===== config.mk =====
export PLATFORM = sky130hd
export DESIGN_NAME = light_sensor_nibble_responder_flat
export DESIGN_NICKNAME = d
export VERILOG_FILES = /design/src/rtl/core/lsnr_pkg.sv /design/src/rtl/core/lsnr_in_if.sv /design/src/rtl/core/lsnr_out_if.sv /design/src/rtl/core/light_sensor_nibble_responder.sv /design/src/flat_wrapper.sv
export SDC_FILE = /design/constraint.sdc
export NUM_CORES = 1
export LEC_CHECK = 0
export BUFFER_PORTS_ARGS = -buffer_cell sky130_fd_sc_hd__buf_2
export CORE_UTILIZATION = 39
export CTS_BUF_LIST = sky130_fd_sc_hd__clkbuf_4
export DETAILED_ROUTE_END_ITERATION = 12
export HOLD_SLACK_MARGIN = 0.15
export MAX_ROUTING_LAYER = met4
export PLACE_DENSITY_LB_ADDON = 0.3
export SYNTH_ARGS = -nofsm -noshare
export SYNTH_HDL_FRONTEND = slang
export SYNTH_SLANG_ARGS = --single-unit

===== constraint.sdc =====
create_clock -name i_clk -period 11.83 [get_ports i_clk]
set_input_delay 2.366 -clock i_clk [delete_from_list [all_inputs] [get_ports i_clk]]
set_output_delay 2.366 -clock i_clk [all_outputs]
set_load 0.02 [all_outputs]

===== src/rtl/core/lsnr_pkg.sv =====
// Shared constants and types for the light sensor nibble responder.
package lsnr_pkg;

    localparam int SAMPLE_BITS = 10;
    localparam int OFFSET_BITS = 9;
    localparam int NIBBLE_BITS = 4;
    localparam int SERVO_BITS  = 2;
    localparam int CMP_BITS    = ((SAMPLE_BITS > OFFSET_BITS) ? SAMPLE_BITS : OFFSET_BITS) + 1;
    localparam int PADDR_BITS  = 3;
    localparam int PDATA_BITS  = 32;

    typedef logic [SAMPLE_BITS-1:0] t_sample;
    typedef logic [NIBBLE_BITS-1:0] t_nibble;
    typedef logic [SERVO_BITS-1:0]  t_servo;
    typedef logic [OFFSET_BITS-1:0] t_offset;

    // Register indexes on the configuration port.
    localparam logic [0:0] REG_HYST_OFFSET = 1'b0;

    localparam t_offset OFFSET_RESET = t_offset'(20);

    // Item kinds.
    localparam logic OP_SAMPLE = 1'b0;
    localparam logic OP_STROBE = 1'b1;

    // Bus commands and replies.
    localparam t_nibble CMD_RESET   = 4'h0;
    localparam t_nibble CMD_GET     = 4'h2;
    localparam t_nibble CMD_TURN30  = 4'h3;
    localparam t_nibble CMD_TURN90  = 4'h4;
    localparam t_nibble CMD_TURN120 = 4'h5;
    localparam t_nibble REPLY_ACK   = 4'hE;

    // Servo requests.
    localparam t_servo SERVO_NONE = 2'd0;
    localparam t_servo SERVO_30   = 2'd1;
    localparam t_servo SERVO_90   = 2'd2;
    localparam t_servo SERVO_120  = 2'd3;

endpackage


===== src/rtl/core/lsnr_in_if.sv =====
// Input channel of the responder: one sample or one strobe edge per word.
interface lsnr_in_if;
    import lsnr_pkg::*;

    logic    valid;
    logic    ready;
    logic    operation;
    t_sample sample;
    logic    strobe_level;
    t_nibble bus_nibble;

    modport source (output valid, operation, sample, strobe_level, bus_nibble, input ready);
    modport sink   (input valid, operation, sample, strobe_level, bus_nibble, output ready);
endinterface


===== src/rtl/core/lsnr_out_if.sv =====
// Result channel of the responder: pin and bus levels after each input word.
interface lsnr_out_if;
    import lsnr_pkg::*;

    logic    valid;
    logic    ready;
    logic    led_pin;
    t_nibble bus_out;
    logic    bus_drive;
    t_servo  servo_code;

    modport source (output valid, led_pin, bus_out, bus_drive, servo_code, input ready);
    modport sink   (input valid, led_pin, bus_out, bus_drive, servo_code, output ready);
endinterface


===== src/rtl/core/light_sensor_nibble_responder.sv =====
// Light sensor nibble responder: LED hysteresis control and strobed nibble bus handshake.
//
// Usage. Words arrive on i_item: either a finished light sample (operation 0) or an
// edge on the bus strobe (operation 1) with its level and the bus nibble. Every word
// gives exactly one result word on o_result: LED pin level, the bus nibble and its
// drive enable, and a servo request that is raised only on the edge that runs a turn
// command. The user must write the hysteresis offset over the APB port at address 0 only
// while the block is idle; the block itself does not enforce it. A read returns it.
// Timing. A word is taken into an input register, worked on by compare and select
// logic and lands in the result register. One word is accepted every cycle while the
// receiver takes results; the single input register and single result register set
// that figure.
// Stalls. When the receiver holds ready low the result register keeps its word, the
// input register keeps the next one, and i_item.ready falls until space frees up.
// Reset. A synchronous active-low reset empties both registers, clears the tracking
// to minimum all ones and maximum zero, puts the handshake at its first step, releases
// the bus and restores the default offset.
module light_sensor_nibble_responder (
    input  logic                            i_clk,
    input  logic                            i_rst_n,
    lsnr_in_if.sink                         i_item,
    lsnr_out_if.source                      o_result,
    input  logic                            psel,
    input  logic                            penable,
    input  logic                            pwrite,
    input  logic [lsnr_pkg::PADDR_BITS-1:0] paddr,
    input  logic [lsnr_pkg::PDATA_BITS-1:0] pwdata,
    output logic [lsnr_pkg::PDATA_BITS-1:0] prdata,
    output logic                            pready
);
    import lsnr_pkg::*;

    localparam logic [3:0] STEP_CMD      = 4'd0;
    localparam logic [3:0] STEP_EXEC     = 4'd1;
    localparam logic [3:0] STEP_WAIT2    = 4'd2;
    localparam logic [3:0] STEP_REPLY1   = 4'd3;
    localparam logic [3:0] STEP_WAIT4    = 4'd4;
    localparam logic [3:0] STEP_REPLY2   = 4'd5;
    localparam logic [3:0] STEP_WAIT6    = 4'd6;
    localparam logic [3:0] STEP_REPLY3   = 4'd7;
    localparam logic [3:0] STEP_WAIT8    = 4'd8;
    localparam logic [3:0] STEP_RELEASE  = 4'd9;

    // Configuration.
    t_offset r_offset;

    // Input register.
    logic    r_in_valid;
    logic    r_in_op;
    t_sample r_in_sample;
    logic    r_in_level;
    t_nibble r_in_nibble;

    // Block state.
    logic [3:0] r_step, n_step;
    t_nibble    r_cmd, n_cmd;
    t_sample    r_latest, n_latest;
    t_sample    r_max, n_max;
    t_sample    r_min, n_min;
    t_sample    r_mid, n_mid;
    logic       r_led, n_led;
    t_nibble    r_bus_val, n_bus_val;
    logic       r_bus_en, n_bus_en;
    t_servo     n_servo;

    // Result register.
    logic    r_out_valid;
    logic    r_out_led;
    t_nibble r_out_bus;
    logic    r_out_drive;
    t_servo  r_out_servo;

    logic advance;
    logic cfg_write;

    logic [CMP_BITS-1:0] mid_sum;
    logic [CMP_BITS-1:0] v_ext;
    logic [CMP_BITS-1:0] mid_ext;
    logic [CMP_BITS-1:0] off_ext;
    logic [15:0]         latest_ext;
    logic                is_get;

    assign advance        = r_in_valid && (!r_out_valid || o_result.ready);
    assign i_item.ready   = !r_in_valid || advance;

    assign pready    = 1'b1;
    assign cfg_write = psel && penable && pwrite && (paddr[PADDR_BITS-1:2] == REG_HYST_OFFSET);
    assign prdata    = (paddr[PADDR_BITS-1:2] == REG_HYST_OFFSET)
                       ? PDATA_BITS'(r_offset) : '0;

    assign latest_ext = 16'(r_latest);
    assign is_get     = (r_cmd == CMD_GET);

    always_comb begin
        n_step    = r_step;
        n_cmd     = r_cmd;
        n_latest  = r_latest;
        n_max     = r_max;
        n_min     = r_min;
        n_mid     = r_mid;
        n_led     = r_led;
        n_bus_val = r_bus_val;
        n_bus_en  = r_bus_en;
        n_servo   = SERVO_NONE;
        mid_sum   = '0;
        v_ext     = CMP_BITS'(r_in_sample);
        off_ext   = CMP_BITS'(r_offset);
        mid_ext   = '0;

        if (r_in_op == OP_SAMPLE) begin
            n_latest = r_in_sample;
            if (r_in_sample > r_max) begin
                n_max = r_in_sample;
            end
            if (r_in_sample < r_min) begin
                n_min = r_in_sample;
            end
            // Both bounds may move on one sample; the midpoint follows the final pair.
            mid_sum = CMP_BITS'(n_max) + CMP_BITS'(n_min);
            if ((r_in_sample > r_max) || (r_in_sample < r_min)) begin
                n_mid = t_sample'(mid_sum >> 1);
            end
            mid_ext = CMP_BITS'(n_mid);
            // Compared without subtraction so that a threshold below the offset cannot wrap.
            if (r_led) begin
                if ((v_ext + off_ext) < mid_ext) begin
                    n_led = 1'b0;
                end
            end else begin
                if (v_ext > (mid_ext + off_ext)) begin
                    n_led = 1'b1;
                end
            end
        end else if (r_in_level == !r_step[0]) begin
            case (r_step)
                STEP_CMD: begin
                    n_cmd  = r_in_nibble;
                    n_step = STEP_EXEC;
                end
                STEP_EXEC: begin
                    if (is_get) begin
                        n_bus_val = {2'b00, latest_ext[9:8]};
                    end else begin
                        case (r_cmd)
                            CMD_RESET: begin
                                n_max = '0;
                                n_min = '1;
                                n_mid = '0;
                            end
                            CMD_TURN30:  n_servo = SERVO_30;
                            CMD_TURN90:  n_servo = SERVO_90;
                            CMD_TURN120: n_servo = SERVO_120;
                            default:     n_servo = SERVO_NONE;
                        endcase
                        n_bus_val = REPLY_ACK;
                    end
                    n_bus_en = 1'b1;
                    n_step   = STEP_WAIT2;
                end
                STEP_REPLY1: begin
                    if (is_get) begin
                        n_bus_val = latest_ext[7:4];
                        n_step    = STEP_WAIT4;
                    end else begin
                        n_bus_en = 1'b0;
                        n_step   = STEP_CMD;
                    end
                end
                STEP_REPLY2: begin
                    n_bus_val = latest_ext[3:0];
                    n_step    = STEP_WAIT6;
                end
                STEP_REPLY3: begin
                    n_bus_val = REPLY_ACK;
                    n_step    = STEP_WAIT8;
                end
                STEP_RELEASE: begin
                    n_bus_en = 1'b0;
                    n_step   = STEP_CMD;
                end
                STEP_WAIT2, STEP_WAIT4, STEP_WAIT6, STEP_WAIT8: begin
                    n_step = r_step + 4'd1;
                end
                default: begin
                    n_step = STEP_CMD;
                end
            endcase
        end
    end

    always_ff @(posedge i_clk) begin
        if (!i_rst_n) begin
            r_offset <= OFFSET_RESET;
        end else if (cfg_write) begin
            r_offset <= pwdata[OFFSET_BITS-1:0];
        end
    end

    always_ff @(posedge i_clk) begin
        if (!i_rst_n) begin
            r_in_valid <= 1'b0;
        end else if (i_item.ready) begin
            r_in_valid <= i_item.valid;
        end
    end

    always_ff @(posedge i_clk) begin
        if (i_item.valid && i_item.ready) begin
            r_in_op     <= i_item.operation;
            r_in_sample <= i_item.sample;
            r_in_level  <= i_item.strobe_level;
            r_in_nibble <= i_item.bus_nibble;
        end
    end

    always_ff @(posedge i_clk) begin
        if (!i_rst_n) begin
            r_step    <= STEP_CMD;
            r_cmd     <= CMD_RESET;
            r_latest  <= '0;
            r_max     <= '0;
            r_min     <= '1;
            r_mid     <= '0;
            r_led     <= 1'b0;
            r_bus_val <= '0;
            r_bus_en  <= 1'b0;
        end else if (advance) begin
            r_step    <= n_step;
            r_cmd     <= n_cmd;
            r_latest  <= n_latest;
            r_max     <= n_max;
            r_min     <= n_min;
            r_mid     <= n_mid;
            r_led     <= n_led;
            r_bus_val <= n_bus_val;
            r_bus_en  <= n_bus_en;
        end
    end

    always_ff @(posedge i_clk) begin
        if (!i_rst_n) begin
            r_out_valid <= 1'b0;
        end else if (advance) begin
            r_out_valid <= 1'b1;
        end else if (o_result.ready) begin
            r_out_valid <= 1'b0;
        end
    end

    always_ff @(posedge i_clk) begin
        if (advance) begin
            r_out_led   <= n_led;
            r_out_bus   <= n_bus_en ? n_bus_val : '0;
            r_out_drive <= n_bus_en;
            r_out_servo <= n_servo;
        end
    end

    assign o_result.valid      = r_out_valid;
    assign o_result.led_pin    = r_out_led;
    assign o_result.bus_out    = r_out_bus;
    assign o_result.bus_drive  = r_out_drive;
    assign o_result.servo_code = r_out_servo;

endmodule

===== src/flat_wrapper.sv =====
// flat-port wrapper written by rule: the top's interface ports become plain ports
module light_sensor_nibble_responder_flat import lsnr_pkg::*;
  (i_clk, i_rst_n, psel, penable, pwrite, paddr, pwdata, prdata, pready, i_item_valid, i_item_operation, i_item_sample, i_item_strobe_level, i_item_bus_nibble, i_item_ready, o_result_valid, o_result_led_pin, o_result_bus_out, o_result_bus_drive, o_result_servo_code, o_result_ready);
  lsnr_in_if i_item_i ();
  lsnr_out_if o_result_i ();
  input  logic i_clk;
  input  logic i_rst_n;
  input  logic psel;
  input  logic penable;
  input  logic pwrite;
  input  logic [lsnr_pkg::PADDR_BITS-1:0] paddr;
  input  logic [lsnr_pkg::PDATA_BITS-1:0] pwdata;
  output logic [lsnr_pkg::PDATA_BITS-1:0] prdata;
  output logic pready;
  input wire logic [$bits(i_item_i.valid)-1:0] i_item_valid;
  input wire logic [$bits(i_item_i.operation)-1:0] i_item_operation;
  input wire logic [$bits(i_item_i.sample)-1:0] i_item_sample;
  input wire logic [$bits(i_item_i.strobe_level)-1:0] i_item_strobe_level;
  input wire logic [$bits(i_item_i.bus_nibble)-1:0] i_item_bus_nibble;
  output wire logic [$bits(i_item_i.ready)-1:0] i_item_ready;
  output wire logic [$bits(o_result_i.valid)-1:0] o_result_valid;
  output wire logic [$bits(o_result_i.led_pin)-1:0] o_result_led_pin;
  output wire logic [$bits(o_result_i.bus_out)-1:0] o_result_bus_out;
  output wire logic [$bits(o_result_i.bus_drive)-1:0] o_result_bus_drive;
  output wire logic [$bits(o_result_i.servo_code)-1:0] o_result_servo_code;
  input wire logic [$bits(o_result_i.ready)-1:0] o_result_ready;
  assign i_item_i.valid = i_item_valid;
  assign i_item_i.operation = i_item_operation;
  assign i_item_i.sample = i_item_sample;
  assign i_item_i.strobe_level = i_item_strobe_level;
  assign i_item_i.bus_nibble = i_item_bus_nibble;
  assign i_item_ready = i_item_i.ready;
  assign o_result_valid = o_result_i.valid;
  assign o_result_led_pin = o_result_i.led_pin;
  assign o_result_bus_out = o_result_i.bus_out;
  assign o_result_bus_drive = o_result_i.bus_drive;
  assign o_result_servo_code = o_result_i.servo_code;
  assign o_result_i.ready = o_result_ready;
  light_sensor_nibble_responder u_core (.i_clk(i_clk), .i_rst_n(i_rst_n), .i_item(i_item_i), .o_result(o_result_i), .psel(psel), .penable(penable), .pwrite(pwrite), .paddr(paddr), .pwdata(pwdata), .prdata(prdata), .pready(pready));
endmodule

==> summary.md, run 1 <==
| Metric | Value |
|---|---|
| Status | complete, no violations |
| Commonest non-fill, non-tap cells in the layout | nand2_1 (91), ha_1 (70), dfxtp_1 (65), nor2_1 (59), buf_2 (51) |
| Die Wd | 127 microns |
| Count of synthesis-stage warnings from yosys | 0 |
| Filler cell count in the final layout | 1571 |
| Start point of the worst hold path | u_core.r_latest[6] |
| Via count of the first global-routing pass | 4697 |
| Detail Placement HPWL | 10.6 mm |
| Top flip-flop cell by instance count after synthesis | dfxtp_1 |
| Unique masters post-synth | 68 |
| Number of setup violations in the final report | 0 |
| Final-layout setup total negative slack | 0 ns |
| Maximum number of pins on one net before global-route repair | 34 |
| Number of antenna violations at the first check in global routing | 0 |
| Total buffers and inverters traversed by the critical path | 0 |
| Synthesized area per cell | 8.67 sq um |
| Number of instances in the placed design | 947 |
| Max-slew violation count | 0 |
| P&R area growth vs syn | 8.12% |
| Time the final worst path needs with I/O delays and setup | 6.82 ns |
| Reg2reg setup slack | 5.01 ns |
| Startpoint kind of the worst setup timing path | flip-flop |
| Number of violations reported at the end of detailed-routing iteration 0 | 248 |
| Highest net fanout along the worst path | 12 |
| Number of gates resized after CTS | 0 |
| Hold worst-path end | u_core.r_latest[6] |
| Detailed-route DRC error count | 0 |
| Clock latency on the worst-skew pair | 0.48 ns |
| Final Skew | 0.0151 ns |
| End-of-flow core utilization | 43.4% |
| Final Net Count | 878 |
| Sequential Area | 2020 sq um |
| Hold violation count in the final report | 0 |
| Hold path cells | 2 |
| Arrival time of the worst setup path | 7.08 ns |
| Number of maximum-capacitance constraint violations | 0 |
| Area of combinational cells with multiple inputs | 3750 sq um |
| Number of enable-type register cells in the synthesized netlist | 24 |
| Smallest hold slack | 0.466 ns |
| Maximum cell stage delay along the critical path | 0.71 ns |
| Critical path depth | 25 |
| Iteration count of the initial detailed-routing pass | 5 |
| Classification of the worst-slack hold path | flip-flop to flip-flop |
| Design Power | 0.803 mW |
| Top area cells in the synthesized netlist | dfxtp_1 (21%), ha_1 (14%), edfxtp_1 (12%) |
| Area inside the core boundary | 15300 sq um |
| Total number of vias | 4906 |
| Critical path class | flip-flop to flip-flop |
| Number of core rows | 45 |
| Count of boundary I/O pins | 101 |
| Die area | 16200 sq um |
| Antenna violation net count after detailed routing | 0 |
| Clk sink count | 89 |
| Most common library cell in the layout ignoring fill and taps | nand2_1 |
| Routed wirelength normalized by instance count | 14.8 microns |
| Cell type with the largest total area after synthesis | dfxtp_1 |
| Global router's overall resource usage | 19.2% |
| Die extent in y | 127 microns |
| CTS Root Buffer Type | clkbuf_4 |
| Worst r2r dst | u_core.o_result.led_pin |
| Clk slew on worst S/H paths | 0.16 ns |
| Worst-Margin Slew | 0.940 ns |
| Worst vdd rail ir drop | 0.0000582 V |
| Gate family responsible for the most delay along the worst path | compound AO/OA/AOI/OAI gates |
| Area share of the largest cell type after synthesis | 21.3% |
| Number of non-filler instances in the completed layout | 963 |
| Endpoint kind of the worst setup timing path | flip-flop |
| Leakage dissipation | 2.91 nW |
| Count of state elements after synthesis | 89 |
| Sequential area share after synthesis | 33.0% |
| Number of clock buffers inserted by TritonCTS | 9 |
| Cell Area, Synth | 6120 sq um |
| P per Cell Area | 121 nW/um^2 |
| Layout cell share with drive strength beyond 1 | 13.2% |
| Maximum clock path buffer count | 2 |
| Fraction of registers with async set or reset after synthesis | 0% |
| Setup Fix Bufs, Post-CTS | 0 |
| CTS tree | built |
| Worst Path Required | 12.08 ns |
| Count of buffers inserted at the top-level ports | 51 |
| CTS Hold Bufs | 0 |
| Effective utilization at floorplan | 40.1% |
| Top achievable clock speed | 0.147 GHz |
| Cells after Synth | 706 |
| Depth of the worst register-to-register path | 25 |
| Routability-driven placement congestion ratio | 0.880 |
| Worst slew slack as a fraction of its limit | 37.3% |
| Via count normalized by instance count | 5.09 |
| DRT Wirelength | 14.3 mm |
| Cell mode on critical path | a21oi_1 |
| Count of inserted antenna diode cells | 0 |
| Final Cycle Share | 57.7% |
| First-pass GRT wire length | 23.7 mm |
| Total congestion overflow after global routing | 0 |
| Slowest cell on crit path | edfxtp_1 |
| Unrepaired setup endpoints after global routing | no |
| Clock H-tree levels | 3 |
| RR Startpoint | u_core.r_in_sample[1] |
cells in the mapped netlist, types with 10 or more instances:
cell / number
a21boi_0: 11
a21o_1: 10
a21oi_1: 46
a22oi_1: 21
buf_4: 24
clkbuf_1: 22
dfxtp_1: 65
edfxtp_1: 24
ha_1: 70
inv_1: 39
mux2_2: 11
nand2_1: 91
nand3_1: 10
nor2_1: 59
nor2b_1: 16
nor3_1: 12
o21ai_0: 28
o22ai_1: 12
xnor2_1: 16
xor2_1: 10
metrics by stage:
step           area (sq um)  worst slack (ns)
6_report               6620              5.01
5_1_grt                6620              4.42
4_1_cts                6620              4.96
3_5_place_dp           6490              5.01
3_3_place_gp           6490              5.07
2_1_floorplan          6200              5.90
sequential cells by signal (all words and copies together), names as in the netlist, 4 cells and up:
name and count:
u_core.o_result.bus_out 4, u_core.r_bus_val 4, u_core.r_cmd 4, u_core.r_in_nibble 4, u_core.r_in_sample 10, u_core.r_latest 10, u_core.r_max 10, u_core.r_mid 10
u_core.r_min 10, u_core.r_offset 9, u_core.r_step 4
cell type report:
cell class	count	share of cell area, %
inverters	41	2.33
clock buffers	9	1.02
clock inverters	7	0.927
repair buffers	56	4.43
well taps	211	3.99
multi-input cells	550	56.7
flip-flops and latches	89	30.6
worst min-delay path, stage by stage, from the launching register on:
cell,delay [ns]
dfxtp_1,0.34
nand2_1,0.05
a21oi_1,0.05
worst max-delay path by stage:
stage / endpoint / startpoint / slack (ns)
after global routing: u_core.o_result.led_pin / u_core.r_in_sample[3] / 4.42
after detailed placement: u_core.o_result.led_pin / u_core.r_in_sample[1] / 5.01
after floorplan: u_core.o_result.led_pin / u_core.r_in_sample[5] / 5.90
final: u_core.o_result.led_pin / u_core.r_in_sample[1] / 5.01
after global placement: u_core.o_result.led_pin / u_core.r_in_sample[4] / 5.07
after CTS: u_core.o_result.led_pin / u_core.r_in_sample[1] / 4.96
layer usage:
layer	global-route usage [%]	vias up	wire, microns
met2	31.6	82	6720
li1	-	2561	-
met1	24.8	2255	7000
met5	-	-	0
met4	3.36	0	97
met3	3.85	8	474
logic make-up after synthesis:
logic type | count (synthesis) | share of synthesized area, %
adder cells (fa/ha/maj) | 73 | 15.3
buffers and inverters | 89 | 6.95
other | 2 | 0.123
flip-flops | 89 | 33.0
multiplexers | 18 | 3.33
AND/OR/NAND/NOR | 223 | 16.6
XOR/XNOR | 26 | 3.72
AO/OA/AOI/OAI | 186 | 20.9
power by group:
part	internal (mW)	switching (mW)
Sequential	0.328	0.0146
Combinational	0.128	0.165
Clock	0.0476	0.121
Total	0.503	0.300
(Power assumes the default switching activity.)
==> run 2, diff against run 1 <==
==> constraint.sdc (replaced) <==
create_clock -name i_clk -period 6.8 [get_ports i_clk]
set_input_delay 1.36 -clock i_clk [delete_from_list [all_inputs] [get_ports i_clk]]
set_output_delay 1.36 -clock i_clk [all_outputs]
set_load 0.02 [all_outputs]
==> run 2 against run 1 <==
Register-to-register slack lost 4.6 ns. First-iteration DRC count grew 14%. Clock skew grew 0.0099 ns. Clock-buffer cell count is the same. Critical path depth grew 1. Sequential share of layout area shrank 0.97 points. Sequential power grew 72%. Maximum frequency grew 6.0%. Critical path type unchanged. Largest cell class unchanged.
==> summary.md, run 2 (synthesis results as in run 1) <==
| Metric | Value |
|---|---|
| Status | complete, no violations |
| Count of inserted antenna diode cells | 0 |
| Final Net Count | 898 |
| DRT Wirelength | 14.5 mm |
| Number of violations reported at the end of detailed-routing iteration 0 | 283 |
| Effective utilization at floorplan | 40.1% |
| Number of clock buffers inserted by TritonCTS | 9 |
| Total buffers and inverters traversed by the critical path | 0 |
| Top achievable clock speed | 0.155 GHz |
| Maximum clock path buffer count | 2 |
| Worst Path Required | 7.07 ns |
| Highest net fanout along the worst path | 6 |
| Routability-driven placement congestion ratio | 0.867 |
| Clock latency on the worst-skew pair | 0.50 ns |
| First-pass GRT wire length | 23.6 mm |
| Design Power | 1.50 mW |
| Via count normalized by instance count | 5.14 |
| End-of-flow core utilization | 44.8% |
| Number of maximum-capacitance constraint violations | 0 |
| Startpoint kind of the worst setup timing path | flip-flop |
| P per Cell Area | 219 nW/um^2 |
| Global router's overall resource usage | 19.3% |
| CTS Root Buffer Type | clkbuf_4 |
| Classification of the worst-slack hold path | flip-flop to flip-flop |
| Detailed-route DRC error count | 0 |
| Routed wirelength normalized by instance count | 14.7 microns |
| Hold worst-path end | u_core.r_latest[6] |
| Arrival time of the worst setup path | 6.70 ns |
| Max-slew violation count | 0 |
| Depth of the worst register-to-register path | 26 |
| Slowest cell on crit path | edfxtp_1 |
| Post-place instance area | 6600 sq um |
| Number of setup violations in the final report | 0 |
| CTS tree | built |
| Clk slew on worst S/H paths | 0.16 ns |
| Total congestion overflow after global routing | 0 |
| Smallest hold slack | 0.467 ns |
| Critical path class | flip-flop to flip-flop |
| Number of antenna violations at the first check in global routing | 0 |
| Area inside the core boundary | 15300 sq um |
| RR Startpoint | u_core.r_in_sample[4] |
| Total number of vias | 5051 |
| Die area | 16200 sq um |
| Maximum cell stage delay along the critical path | 0.57 ns |
| Number of core rows | 45 |
| Final Skew | 0.0251 ns |
| Die Wd | 127 microns |
| Detail Placement HPWL | 11.0 mm |
| Hold path cells | 2 |
| Worst vdd rail ir drop | 0.0000878 V |
| Count of buffers inserted at the top-level ports | 51 |
| Die extent in y | 127 microns |
| Cell mode on critical path | a21oi_1 |
| Worst r2r dst | u_core.o_result.led_pin |
| Most common library cell in the layout ignoring fill and taps | nand2_1 |
| Commonest non-fill, non-tap cells in the layout | nand2_1 (91), ha_1 (70), dfxtp_1 (65), nor2_1 (58), buf_2 (51) |
| CTS Hold Bufs | 0 |
| Via count of the first global-routing pass | 4660 |
| Reg2reg setup slack | 0.36 ns |
| Non-Filler Cell Area, Final | 6830 sq um |
| Maximum number of pins on one net before global-route repair | 35 |
| Iteration count of the initial detailed-routing pass | 7 |
| Gate family responsible for the most delay along the worst path | compound AO/OA/AOI/OAI gates |
| Hold violation count in the final report | 0 |
| Clock H-tree levels | 3 |
| Final Cycle Share | 94.7% |
| Start point of the worst hold path | u_core.r_latest[6] |
| Time the final worst path needs with I/O delays and setup | 6.44 ns |
| Count of boundary I/O pins | 101 |
| Layout cell share with drive strength beyond 1 | 16.1% |
| Worst slew slack as a fraction of its limit | 51.0% |
| P&R area growth vs syn | 11.7% |
| Leakage dissipation | 3.03 nW |
| Clk sink count | 89 |
| Worst-Margin Slew | 0.736 ns |
| Endpoint kind of the worst setup timing path | flip-flop |
| Antenna violation net count after detailed routing | 0 |
==> run 2: metal layers <==
metal / part of all wire (%) / GRT usage, % / up-vias / wire (microns)
met1: 47 / 24.7 / 2349 / 6810
met3: 3.9 / 4.48 / 14 / 569
met4: 1.2 / 3.85 / 0 / 180
li1: - / - / 2598 / -
met2: 48 / 31.2 / 90 / 6930
met5: 0 / - / - / 0
==> run 2: tightest hold or removal path, cell delays in order, from the launching register on <==
cell and delay, ns:
dfxtp_1 0.34, nand2_1 0.05, a21oi_1 0.05
==> run 2: how the worst max path moves through the flow <==
stage | depth (start not counted) | slack (ns) | start | end
2_1_floorplan | 28 | 0.87 | u_core.r_in_sample[5] | u_core.o_result.led_pin
3_3_place_gp | 27 | 0.28 | u_core.r_in_sample[4] | u_core.o_result.led_pin
3_5_place_dp | 26 | 0.23 | u_core.r_in_sample[4] | u_core.o_result.led_pin
4_1_cts | 26 | 0.20 | u_core.r_in_sample[4] | u_core.o_result.led_pin
5_1_grt | 26 | -0.01 | u_core.r_in_sample[4] | u_core.o_result.led_pin
6_report | 26 | 0.36 | u_core.r_in_sample[4] | u_core.o_result.led_pin
==> run 2: cell type report <==
cell class | count | area (sq um)
fill | 1502 | 8430
multi-input combinational | 550 | 3770
sequential | 89 | 2020
timing repair buffer | 76 | 443
tap | 211 | 264
inverter | 41 | 154
clock inverter | 7 | 108
clock buffer | 9 | 67.6
==> run 2: report_power, final <==
| group | total [mW] | internal, mW | switching, mW |
|---|---|---|---|
| Clock | 0.374 | 0.156 | 0.218 |
| Sequential | 0.589 | 0.570 | 0.0189 |
| Combinational | 0.535 | 0.237 | 0.298 |
==> run 2: metrics by stage <==
| step | setup TNS (ns) | std cells | worst slack (ns) |
|---|---|---|---|
| 3_3_place_gp | 0 | 962 | 0.279 |
| 6_report | 0 | 983 | 0.363 |
| 3_5_place_dp | 0 | 962 | 0.227 |
| 2_1_floorplan | 0 | 728 | 0.868 |
| 5_1_grt | -0.0126 | 983 | -0.0126 |
| 4_1_cts | 0 | 978 | 0.202 |
==> run 2: what timing repair did <==
action | 4_1_cts | 5_1_grt
gates resized for setup | 0 | 5
buffers inserted | 0 | 5
endpoints found under the setup margin | 0 | 2
==> run 3, diff against run 2 <==
--- a/config.mk
+++ b/config.mk
@@ -12,6 +12,8 @@
 export HOLD_SLACK_MARGIN = 0.15
 export MAX_ROUTING_LAYER = met4
 export PLACE_DENSITY_LB_ADDON = 0.3
+export REMOVE_ABC_BUFFERS = 1
+export SKIP_CTS_REPAIR_TIMING = 1
 export SYNTH_ARGS = -nofsm -noshare
 export SYNTH_HDL_FRONTEND = slang
 export SYNTH_SLANG_ARGS = --single-unit
==> run 3 against run 2 <==
Clock-buffer cell count did not move. First-iteration DRC count decreased by 11%. Critical endpoint unchanged. Setup slack lost 0.010 ns. Largest power group unchanged. Clock power fell by 17%. Critical path depth fell by 1. Design area decreased by 0.59%.
==> summary.md, run 3 (synthesis results as in run 1) <==
| Metric | Value |
|---|---|
| Maximum number of pins on one net before global-route repair | 34 |
| Clk sink count | 89 |
| Post-place instance area | 6580 sq um |
| Endpoint kind of the worst setup timing path | flip-flop |
| CTS Root Buffer Type | clkbuf_4 |
| Unrepaired setup endpoints after global routing | no |
| Layout cell share with drive strength beyond 1 | 15.9% |
| Status | complete, no violations |
| Count of boundary I/O pins | 101 |
| Number of core rows | 45 |
| Most common library cell in the layout ignoring fill and taps | nand2_1 |
| Final Net Count | 898 |
| Max-slew violation count | 0 |
| Smallest hold slack | 0.470 ns |
| Iteration count of the initial detailed-routing pass | 5 |
| Worst vdd rail ir drop | 0.000127 V |
| Clock H-tree levels | 3 |
| Effective utilization at floorplan | 40.1% |
| Commonest non-fill, non-tap cells in the layout | nand2_1 (91), ha_1 (70), dfxtp_1 (65), nor2_1 (59), buf_2 (51) |
| Number of antenna violations at the first check in global routing | 1 |
| Worst-Margin Slew | 0.706 ns |
| Top achievable clock speed | 0.155 GHz |
| Final-layout setup total negative slack | 0 ns |
| Hold violation count in the final report | 0 |
| Number of maximum-capacitance constraint violations | 0 |
| Number of violations reported at the end of detailed-routing iteration 0 | 252 |
| Total congestion overflow after global routing | 0 |
| Clk slew on worst S/H paths | 0.16 ns |
| Highest net fanout along the worst path | 6 |
| P per Cell Area | 211 nW/um^2 |
| Routed wirelength normalized by instance count | 15.1 microns |
| P&R area growth vs syn | 11.0% |
| Global router's overall resource usage | 19.6% |
| Time the final worst path needs with I/O delays and setup | 6.45 ns |
| First-pass GRT wire length | 23.9 mm |
| Die area | 16200 sq um |
| Leakage dissipation | 3.01 nW |
| Critical path class | flip-flop to flip-flop |
| CTS tree | built |
| Via count of the first global-routing pass | 4764 |
| Count of buffers inserted at the top-level ports | 51 |
| Die Wd | 127 microns |
| Classification of the worst-slack hold path | flip-flop to flip-flop |
| Clock latency on the worst-skew pair | 0.48 ns |
| Number of setup violations in the final report | 0 |
| Startpoint kind of the worst setup timing path | flip-flop |
| Antenna violation net count after detailed routing | 0 |
| Non-Filler Cell Area, Final | 6790 sq um |
| Total number of vias | 5158 |
| Arrival time of the worst setup path | 6.69 ns |
| Number of clock buffers inserted by TritonCTS | 9 |
| Final Cycle Share | 94.8% |
| Final Skew | 0.0138 ns |
| Die extent in y | 127 microns |
| Maximum clock path buffer count | 2 |
| Worst Path Required | 7.05 ns |
| Area inside the core boundary | 15300 sq um |
| Detailed-route DRC error count | 0 |
| Detail Placement HPWL | 11.1 mm |
| DRT Wirelength | 14.8 mm |
| Via count normalized by instance count | 5.24 |
| Routability-driven placement congestion ratio | 0.921 |
| Worst slew slack as a fraction of its limit | 52.9% |
==> run 3: cell count changes in the layout (fill, tap and decap cells not counted), sizes merged <==
cell and delta:
inv +1, bufinv -2, diode +1, clkinvlp +1
==> run 3: power by group <==
part | total (mW) | switching [mW] | internal [mW] | leakage, nW
combinational | 0.532 | 0.296 | 0.236 | 2.17
clock | 0.310 | 0.223 | 0.0866 | 0.0704
sequential | 0.591 | 0.0207 | 0.570 | 0.762
==> run 3: critical path: stages (launching register included) <==
cell and delay, ns:
edfxtp_1 0.53, buf_4 0.19, ha_1 0.28, a41o_1 0.24
o311a_1 0.18, or2_2 0.39, mux2_2 0.31, ha_1 0.39
a21oi_2 0.20, o21bai_1 0.09, a21o_1 0.21, or3_1 0.31
o22ai_1 0.16, xnor2_1 0.12, mux2_2 0.30, ha_1 0.33
a21oi_1 0.14, a21oi_1 0.08, a21o_1 0.20, a21oi_1 0.17
xnor2_1 0.08, ha_1 0.33, nand4_1 0.10, o31ai_1 0.45
nor3_1 0.09, or3_1 0.35
==> run 3: path summary, 6_finish.rpt <==
kind,start,to,slack (ns),depth (start not counted)
hold reg to reg,u_core.r_latest[3],u_core.r_latest[3],0.47,2
setup / recovery,u_core.r_in_sample[5],u_core.o_result.led_pin,0.35,25
hold / removal,u_core.r_latest[3],u_core.r_latest[3],0.47,2
setup reg to reg,u_core.r_in_sample[5],u_core.o_result.led_pin,0.35,25
==> run 3: layout make-up <==
class | instances | area (sq um)
fill | 1536 | 8470
multi-input combinational | 550 | 3770
sequential | 89 | 2020
timing repair buffer | 76 | 443
tap | 211 | 264
inverter | 41 | 154
clock inverter | 7 | 68.8
clock buffer | 9 | 67.6
antenna | 1 | 2.50
==> run 3: layer usage <==
| layer | track usage [%] | wire, microns |
|---|---|---|
| met1 | 26.1 | 7180 |
| met2 | 30.0 | 6540 |
| met5 | - | 0 |
| met4 | 7.98 | 382 |
| met3 | 2.85 | 734 |
==> run 3: per-stage QoR <==
step                      std cells  worst slack (ns)  power (mW)  util, %
after floorplan                 680             0.612       0.988        -
after global placement          960             0.286        1.12     43.1
after detailed placement        960             0.229        1.12     43.1
after CTS                       976             0.185        1.43     44.0
after global routing            984           0.00140        1.53     44.5
final                           984             0.352        1.43     44.5
